--- src/rtl/core/khrb_pkg.sv ---
`default_nettype none
package khrb_pkg;

  localparam int unsigned KEY_SLOTS = 5;
  localparam int unsigned RPT_SLOTS = 5;
  localparam int unsigned CNT_W = $clog2(KEY_SLOTS + 1);
  localparam int unsigned IDX_W = (KEY_SLOTS > 1) ? $clog2(KEY_SLOTS) : 1;
  localparam int unsigned QUEUE_DEPTH = 2;

  localparam logic [1:0] ID_KEYBOARD = 2'd1;
  localparam logic [1:0] ID_MEDIA = 2'd2;

  typedef enum logic [1:0] {
    OP_NONE,
    OP_KEY,
    OP_MOD,
    OP_MEDIA
  } op_e;

  typedef struct packed {
    op_e        op;
    logic [7:0] data;
    logic       last;
  } cmd_t;

endpackage
`default_nettype wire

--- src/rtl/core/khrb_front.sv ---
`default_nettype none
module khrb_front (
  input  wire logic          clk_i,
  input  wire logic          rst_ni,
  input  wire logic          accept_i,
  input  wire logic          pressed_i,
  input  wire logic [7:0]    key_code_i,
  input  wire logic [7:0]    modifier_bits_i,
  input  wire logic [7:0]    layer_key_code_i,
  input  wire logic [7:0]    layer_media_bits_i,
  input  wire logic          is_layer_key_i,
  input  wire logic          last_of_scan_i,
  output khrb_pkg::cmd_t     cmd_o
);

  logic layer_q, layer_d;

  always_comb begin
    cmd_o.op   = khrb_pkg::OP_NONE;
    cmd_o.data = 8'd0;
    cmd_o.last = last_of_scan_i;
    layer_d    = layer_q;
    if (pressed_i) begin
      if (!layer_q) begin
        if (key_code_i != 8'd0) begin
          cmd_o.op   = khrb_pkg::OP_KEY;
          cmd_o.data = key_code_i;
        end else if (modifier_bits_i != 8'd0) begin
          cmd_o.op   = khrb_pkg::OP_MOD;
          cmd_o.data = modifier_bits_i;
        end else if (is_layer_key_i) begin
          layer_d = 1'b1;
        end
      end else begin
        if (layer_key_code_i != 8'd0) begin
          cmd_o.op   = khrb_pkg::OP_KEY;
          cmd_o.data = layer_key_code_i;
        end else if (layer_media_bits_i != 8'd0) begin
          cmd_o.op   = khrb_pkg::OP_MEDIA;
          cmd_o.data = layer_media_bits_i;
        end
      end
    end
    if (last_of_scan_i) begin
      layer_d = 1'b0;
    end
  end

  always_ff @(posedge clk_i or negedge rst_ni) begin
    if (!rst_ni) begin
      layer_q <= 1'b0;
    end else if (accept_i) begin
      layer_q <= layer_d;
    end
  end

endmodule
`default_nettype wire

--- src/rtl/core/khrb_cmd_queue.sv ---
`default_nettype none
module khrb_cmd_queue (
  input  wire logic          clk_i,
  input  wire logic          rst_ni,
  input  wire logic          wr_en_i,
  input  wire khrb_pkg::cmd_t wr_cmd_i,
  output logic               full_o,
  input  wire logic          rd_en_i,
  output khrb_pkg::cmd_t     rd_cmd_o,
  output logic               valid_o
);

  localparam int unsigned PtrW = $clog2(khrb_pkg::QUEUE_DEPTH);

  khrb_pkg::cmd_t entry_q [khrb_pkg::QUEUE_DEPTH];
  logic [PtrW-1:0] wr_ptr_q, rd_ptr_q;
  logic [PtrW:0]   count_q;

  assign full_o   = (count_q == (PtrW + 1)'(khrb_pkg::QUEUE_DEPTH));
  assign valid_o  = (count_q != '0);
  assign rd_cmd_o = entry_q[rd_ptr_q];

  always_ff @(posedge clk_i) begin
    if (wr_en_i) begin
      entry_q[wr_ptr_q] <= wr_cmd_i;
    end
  end

  always_ff @(posedge clk_i or negedge rst_ni) begin
    if (!rst_ni) begin
      wr_ptr_q <= '0;
      rd_ptr_q <= '0;
      count_q  <= '0;
    end else begin
      if (wr_en_i) begin
        wr_ptr_q <= wr_ptr_q + 1'b1;
      end
      if (rd_en_i) begin
        rd_ptr_q <= rd_ptr_q + 1'b1;
      end
      if (wr_en_i && !rd_en_i) begin
        count_q <= count_q + 1'b1;
      end else if (rd_en_i && !wr_en_i) begin
        count_q <= count_q - 1'b1;
      end
    end
  end

endmodule
`default_nettype wire

--- src/rtl/core/khrb_back.sv ---
`default_nettype none
module khrb_back (
  input  wire logic          clk_i,
  input  wire logic          rst_ni,
  input  wire logic          cmd_valid_i,
  input  wire khrb_pkg::cmd_t cmd_i,
  output logic               cmd_take_o,
  input  wire logic          pop,
  output logic               empty,
  output logic [1:0]         report_id_o,
  output logic [7:0]         modifiers_o,
  output logic [7:0]         slot0_o,
  output logic [7:0]         slot1_o,
  output logic [7:0]         slot2_o,
  output logic [7:0]         slot3_o,
  output logic [7:0]         slot4_o,
  output logic [7:0]         media_o
);

  logic [7:0] slot_q [khrb_pkg::KEY_SLOTS];
  logic [7:0] slot_d [khrb_pkg::KEY_SLOTS];
  logic [khrb_pkg::CNT_W-1:0] count_q, count_d;
  logic [7:0] mod_q, mod_d, media_q, media_d;
  logic mod_seen_q, mod_seen_d, media_seen_q, media_seen_d;
  logic kb_rep_q, kb_rep_d, md_rep_q, md_rep_d;

  logic       out_valid_q, out_valid_d;
  logic [1:0] id_q, id_d;
  logic [7:0] omod_q, omod_d, omedia_q, omedia_d;
  logic [7:0] oslot_q [khrb_pkg::RPT_SLOTS];
  logic [7:0] oslot_d [khrb_pkg::RPT_SLOTS];

  logic out_free;
  logic [khrb_pkg::IDX_W-1:0] wr_idx;

  assign out_free   = !out_valid_q || pop;
  assign cmd_take_o = cmd_valid_i && (!cmd_i.last || out_free);
  assign empty      = !out_valid_q;

  assign report_id_o = id_q;
  assign modifiers_o = omod_q;
  assign slot0_o     = oslot_q[0];
  assign slot1_o     = oslot_q[1];
  assign slot2_o     = oslot_q[2];
  assign slot3_o     = oslot_q[3];
  assign slot4_o     = oslot_q[4];
  assign media_o     = omedia_q;

  always_comb begin
    if (count_q >= khrb_pkg::CNT_W'(khrb_pkg::KEY_SLOTS)) begin
      wr_idx = khrb_pkg::IDX_W'(khrb_pkg::KEY_SLOTS - 1);
    end else begin
      wr_idx = count_q[khrb_pkg::IDX_W-1:0];
    end
  end

  always_comb begin
    slot_d       = slot_q;
    count_d      = count_q;
    mod_d        = mod_q;
    media_d      = media_q;
    mod_seen_d   = mod_seen_q;
    media_seen_d = media_seen_q;
    kb_rep_d     = kb_rep_q;
    md_rep_d     = md_rep_q;
    out_valid_d  = out_valid_q && !pop;
    id_d         = id_q;
    omod_d       = omod_q;
    omedia_d     = omedia_q;
    oslot_d      = oslot_q;

    case (cmd_i.op)
      khrb_pkg::OP_KEY: begin
        slot_d[wr_idx] = cmd_i.data;
        if (count_q < khrb_pkg::CNT_W'(khrb_pkg::KEY_SLOTS)) begin
          count_d = count_q + 1'b1;
        end
      end
      khrb_pkg::OP_MOD: begin
        mod_d      = mod_q | cmd_i.data;
        mod_seen_d = 1'b1;
      end
      khrb_pkg::OP_MEDIA: begin
        media_d      = media_q | cmd_i.data;
        media_seen_d = 1'b1;
      end
      default: begin
      end
    endcase

    if (cmd_i.last) begin
      omod_d   = 8'd0;
      omedia_d = 8'd0;
      for (int k = 0; k < khrb_pkg::RPT_SLOTS; k++) begin
        oslot_d[k] = 8'd0;
      end
      if (count_d != '0 || mod_seen_d) begin
        out_valid_d = 1'b1;
        id_d        = khrb_pkg::ID_KEYBOARD;
        omod_d      = mod_d;
        for (int k = 0; k < khrb_pkg::RPT_SLOTS && k < khrb_pkg::KEY_SLOTS; k++) begin
          oslot_d[k] = slot_d[k];
        end
        kb_rep_d = 1'b1;
      end else if (media_seen_d) begin
        out_valid_d = 1'b1;
        id_d        = khrb_pkg::ID_MEDIA;
        omedia_d    = media_d;
        md_rep_d    = 1'b1;
      end else if (kb_rep_q) begin
        out_valid_d = 1'b1;
        id_d        = khrb_pkg::ID_KEYBOARD;
        kb_rep_d    = 1'b0;
      end else if (md_rep_q) begin
        out_valid_d = 1'b1;
        id_d        = khrb_pkg::ID_MEDIA;
        md_rep_d    = 1'b0;
      end
      for (int i = 0; i < khrb_pkg::KEY_SLOTS; i++) begin
        slot_d[i] = 8'd0;
      end
      count_d      = '0;
      mod_d        = 8'd0;
      media_d      = 8'd0;
      mod_seen_d   = 1'b0;
      media_seen_d = 1'b0;
    end
  end

  always_ff @(posedge clk_i or negedge rst_ni) begin
    if (!rst_ni) begin
      for (int i = 0; i < khrb_pkg::KEY_SLOTS; i++) begin
        slot_q[i] <= 8'd0;
      end
      count_q      <= '0;
      mod_q        <= 8'd0;
      media_q      <= 8'd0;
      mod_seen_q   <= 1'b0;
      media_seen_q <= 1'b0;
      kb_rep_q     <= 1'b0;
      md_rep_q     <= 1'b0;
      out_valid_q  <= 1'b0;
    end else if (cmd_take_o) begin
      slot_q       <= slot_d;
      count_q      <= count_d;
      mod_q        <= mod_d;
      media_q      <= media_d;
      mod_seen_q   <= mod_seen_d;
      media_seen_q <= media_seen_d;
      kb_rep_q     <= kb_rep_d;
      md_rep_q     <= md_rep_d;
      out_valid_q  <= out_valid_d;
    end else if (pop) begin
      out_valid_q <= 1'b0;
    end
  end

  always_ff @(posedge clk_i) begin
    if (cmd_take_o && cmd_i.last) begin
      id_q     <= id_d;
      omod_q   <= omod_d;
      omedia_q <= omedia_d;
      oslot_q  <= oslot_d;
    end
  end

endmodule
`default_nettype wire

--- src/rtl/core/key_matrix_hid_report_builder_core.sv ---
// Builds USB HID keyboard and media reports from a stream of scanned key samples, one
// word per matrix position. A word is accepted in every cycle in which push is high and
// full is low; the front stage classifies it and tracks the Fn layer, a two-entry queue
// decouples it from the back stage, which accumulates slots, modifiers and media bits and
// forms at most one report per scan. The last word of a scan passes through the queue and
// is taken by the back stage once the output register is free; the report is then held in
// a single output register until popped; a new report is formed in the cycle that register
// is popped; words flow at one per cycle unless full is high or a report waits unpopped.
`default_nettype none
module key_matrix_hid_report_builder_core (
  input  wire logic       clk_i,
  input  wire logic       rst_ni,
  input  wire logic       push,
  output logic            full,
  input  wire logic       pressed_i,
  input  wire logic [7:0] key_code_i,
  input  wire logic [7:0] modifier_bits_i,
  input  wire logic [7:0] layer_key_code_i,
  input  wire logic [7:0] layer_media_bits_i,
  input  wire logic       is_layer_key_i,
  input  wire logic       last_of_scan_i,
  output logic            empty,
  input  wire logic       pop,
  output logic [1:0]      report_id_o,
  output logic [7:0]      modifiers_o,
  output logic [7:0]      slot0_o,
  output logic [7:0]      slot1_o,
  output logic [7:0]      slot2_o,
  output logic [7:0]      slot3_o,
  output logic [7:0]      slot4_o,
  output logic [7:0]      media_o
);

  logic           accept;
  logic           cmd_valid;
  logic           cmd_take;
  khrb_pkg::cmd_t front_cmd;
  khrb_pkg::cmd_t queue_cmd;

  assign accept = push && !full;

  khrb_front u_front (
    .clk_i              (clk_i),
    .rst_ni             (rst_ni),
    .accept_i           (accept),
    .pressed_i          (pressed_i),
    .key_code_i         (key_code_i),
    .modifier_bits_i    (modifier_bits_i),
    .layer_key_code_i   (layer_key_code_i),
    .layer_media_bits_i (layer_media_bits_i),
    .is_layer_key_i     (is_layer_key_i),
    .last_of_scan_i     (last_of_scan_i),
    .cmd_o              (front_cmd)
  );

  khrb_cmd_queue u_queue (
    .clk_i    (clk_i),
    .rst_ni   (rst_ni),
    .wr_en_i  (accept),
    .wr_cmd_i (front_cmd),
    .full_o   (full),
    .rd_en_i  (cmd_take),
    .rd_cmd_o (queue_cmd),
    .valid_o  (cmd_valid)
  );

  khrb_back u_back (
    .clk_i       (clk_i),
    .rst_ni      (rst_ni),
    .cmd_valid_i (cmd_valid),
    .cmd_i       (queue_cmd),
    .cmd_take_o  (cmd_take),
    .pop         (pop),
    .empty       (empty),
    .report_id_o (report_id_o),
    .modifiers_o (modifiers_o),
    .slot0_o     (slot0_o),
    .slot1_o     (slot1_o),
    .slot2_o     (slot2_o),
    .slot3_o     (slot3_o),
    .slot4_o     (slot4_o),
    .media_o     (media_o)
  );

endmodule
`default_nettype wire
--- config.mk ---
export PLATFORM = sky130hd
export DESIGN_NAME = key_matrix_hid_report_builder_core
export DESIGN_NICKNAME = d
export VERILOG_FILES = /design/src/rtl/core/khrb_pkg.sv /design/src/rtl/core/khrb_front.sv /design/src/rtl/core/khrb_cmd_queue.sv /design/src/rtl/core/khrb_back.sv /design/src/rtl/core/key_matrix_hid_report_builder_core.sv
export SDC_FILE = /design/constraint.sdc
export NUM_CORES = 1
export LEC_CHECK = 0
export CAP_MARGIN = 20
export CORE_MARGIN = 1.5
export CORE_UTILIZATION = 40
export DETAILED_ROUTE_END_ITERATION = 12
export DONT_BUFFER_PORTS = 1
export PLACE_DENSITY_LB_ADDON = 0.2
export SYNTH_ARGS = -nofsm -noshare
export SYNTH_HDL_FRONTEND = slang
export SYNTH_SLANG_ARGS = --single-unit
--- constraint.sdc ---
create_clock -name clk_i -period 3.63 [get_ports clk_i]
set_input_delay 0.726 -clock clk_i [delete_from_list [all_inputs] [get_ports clk_i]]
set_output_delay 0.726 -clock clk_i [all_outputs]
set_load 0.03 [all_outputs]
==> results.toml <==
[die]
initial_core_util_pct = 41.0
design.core.area_sq_um = 15900
die_y_um = 131
dieArea_sq_um = 17100
io-pin-count = 99
die_w_um = 131
rows = 46

[clock_tree]
cts.clk_slew.worst_paths_ns = 0.06
numCtsBuffers = 17
clock-sinks = 149
clockBufferDepth = 2
cts_root_buf = "clkbuf_16"
post_cts_resized = 0
postCtsHoldBufs = 1
cts_tree = "built"
post-cts-setup-buffers = 0
clkLatencyLatePin_ns = 0.42
htree_levels = 4

[global_routing]
grt_pass1_wl_um = 22600
gr-total-overflow = 0
grt_start_max_net_pins = 70
grt_pass1_vias = 4329
grt_usage_pct = 17.8
antenna_found_initial = 0

[critical_path]
cp_num_cells = 7
reg2reg_slack_ns = 0.92
crit_fanout = 31
end_kind = "register"
cp_num_buf_inv = 2
crit_family = "simple AND/OR/NAND/NOR gates"
cpPeakStageDelay_ns = 0.41
critical_path.slowest_cell = "a211o_1"
cp.required_ns = 3.90
critPathLaunch = "u_queue.rd_ptr_q$_DFFE_PN0P_"
worstSetupPathType = "register to register"
cp_common_cell = "buf_4"
rr_startpoint = "u_queue.rd_ptr_q$_DFFE_PN0P_"
endpoint = "u_back.media_o[6]$_SDFFCE_PP0P_"
setup.worst_path.start_class = "register"
crit_chain = "buf_4 > nand3b_1 > a211o_1 > a2111oi_4 > buf_4 > nand2_1 > nor2_1"
arrival_ns = 2.98
reg2reg_depth = 7
r2r_end = "u_back.media_o[6]$_SDFFCE_PP0P_"

[pwr]
clkPwrFrac_pct = 26.2
p_leak_nw = 2.82
p_per_area_nw_per_um2 = 956
p_seq_share_pct = 45.7
peakVddDrop_mv = 0.434
switching_share_pct = 40.4
p_int_mw = 4.27
power.share.combinational_pct = 28.1
power.switching_mw = 2.89

[timing]
maxSlewHeadroom_pct = 39.8
fin_setup_tns_ns = 0
hold_viol_final = 0
grt_setup_unrepaired = "false"
drv_slew = 0
worst_pin_slew_ns = 0.901
post-route-period-util_pct = 74.8
period_minus_slack_ns = 2.71
setup_viol = 0
clock_skew_ns = 0.0111
clock.fmax_mhz = 368

[logic_synthesis]
seq_area_frac_synth_pct = 63.4
ys_ff_latch = 149
async_reset_ff_share_pct = 46.3
synthTopCellsByArea = "edfxtp_1, dfrtp_1, a211oi_1"
yosysTopAreaCell = "edfxtp_1"
synth.most_common_cell = "nor2_1"
netlist_area_sq_um = 6510
netlist_top_cells_count = "nor2_1, edfxtp_1, dfrtp_1, o21ai_0, a211oi_1"
ys.flop_type = "edfxtp_1"
yosysUniqueCellTypes = 48
synth-edff-count = 80
netlist.area_leader.share_pct = 36.9
syn_area_per_cell_sq_um = 11.4
postSynthCellCount = 571
yosys_warnings = 0
syn_nets = 613

[routing]
vias = 4369
drc = 0
drtPass1Iterations = 4
wl_per_cell_um = 17.6
first_iter_violations = 358
routed_wl_um = 14200
vias_per_cell = 5.39
antenna_left = 0

[cells_and_area]
post-route-util_pct = 47.2
drive_above_1_share_pct = 12.0
ff_latch_area_sq_um = 4130
fillerInstances = 1475
antennaDiodeCount = 0
num-nets-final = 623
area_growth_pct = 15.1
multi_input_area_sq_um = 2230
finalInstanceArea_sq_um = 7490

[placed_design]
io_buffers = 0
hpwl_um = 9540
place.gp.congestion = 0.832
dpl_cell_area_sq_um = 6830

[worst_hold_path]
hold_path_class = "input port to async pin"

[job]
drv_cap = 0

[run_status]
status = "completed"
-- power by group through the flow --
stage	Clock [mW]	Sequential (mW)	Combinational [mW]
global route	1.99	3.34	2.23
global placement	0	3.29	1.96
finish	1.88	3.27	2.01
CTS	1.91	3.28	2.04
floorplan	0	3.22	1.41
detailed placement	0	3.31	2.02
-- stage by stage --
stage,hold slack [ns],std cells,worst slack (ns),power [mW]
4_1_cts,0.188,810,0.912,7.23
3_5_place_dp,0.434,777,0.862,5.33
3_3_place_gp,0.434,777,0.977,5.26
6_report,0.175,810,0.915,7.16
2_1_floorplan,0.430,571,0.246,4.63
5_1_grt,0.193,810,0.704,7.56
-- state kept, by name (all words and copies together), names as in the netlist, 3 cells and up --
| register | count |
|---|---|
| u_back.media_o | 8 |
| u_back.modifiers_o | 8 |
| u_back.slot_q | 40 |
| u_back.media_q | 8 |
| u_back.slot2_o | 8 |
| u_back.count_q | 3 |
| u_queue.entry_q | 22 |
| u_back.slot3_o | 8 |
| u_back.slot1_o | 8 |
| u_back.mod_q | 8 |
| u_back.slot4_o | 8 |
| u_back.slot0_o | 8 |
-- worst min path at each step --
stage / end / slack [ns]
6_report: u_front.layer_q$_DFFE_PN0P_ / 0.17
5_1_grt: u_back.slot_q[18]$_DFFE_PN0P_ / 0.19
4_1_cts: u_queue.count_q[1]$_DFFE_PN0P_ / 0.19
3_5_place_dp: u_back.slot_q[19]$_DFFE_PN0P_ / 0.43
3_3_place_gp: u_back.slot_q[20]$_DFFE_PN0P_ / 0.43
2_1_floorplan: u_back.count_q[0]$_DFFE_PN0P_ / 0.43
-- cell type report --
| type | instances | share of cell area (%) |
|---|---|---|
| sequential | 149 | 55.1 |
| multi-input combinational | 383 | 29.7 |
| clock buffer | 18 | 5.86 |
| tap | 216 | 3.61 |
| clock inverter | 14 | 2.64 |
| timing repair buffer | 22 | 2.64 |
| inverter | 8 | 0.401 |
-- metal layers --
metal / vias to the layer above / wire [um] / track usage (%)
met3: 7 / 844 / 4.28
met4: 0 / 114 / 6.79
met2: 122 / 6700 / 28.5
li1: 2120 / - / -
met1: 2120 / 6570 / 23.6
met5: - / 0 / 0
-- cells by family (layout without fill, tap and decap cells) --
logic type      after synthesis  after routing  synth area share (%)
buf+inv                      39             62                  2.36
fa+ha+maj                     3              3                 0.577
xor+xnor                      5              5                 0.673
mux                          20             20                  3.29
flops                       149            149                  63.4
compound gates              164            164                  16.2
simple gates                191            191                  13.5
-- cell usage in the layout, fill, tap and decap left out, drive strengths merged, types with 6 or more instances in the layout --
master  synthesis  layout
a211oi         46      46
a21oi          44      44
buf             8      22
clkbuf         23      18
dfrtp          69      69
edfxtp         80      80
inv             8      12
mux2           11      11
mux2i           9       9
nand2          45      45
nand2b          9       9
nand3          11      11
nand3b          6       6
nor2           85      85
o21ai          51      51
-- worst reg2reg max path, cell delays in order (launching register included) --
cell       delay (ns)
dfrtp_1          0.34
buf_4            0.31
nand3b_1         0.38
a211o_1          0.41
a2111oi_4        0.33
buf_4            0.37
nand2_1          0.25
nor2_1           0.17
Note: power is estimated with default switching activity, not from simulation.
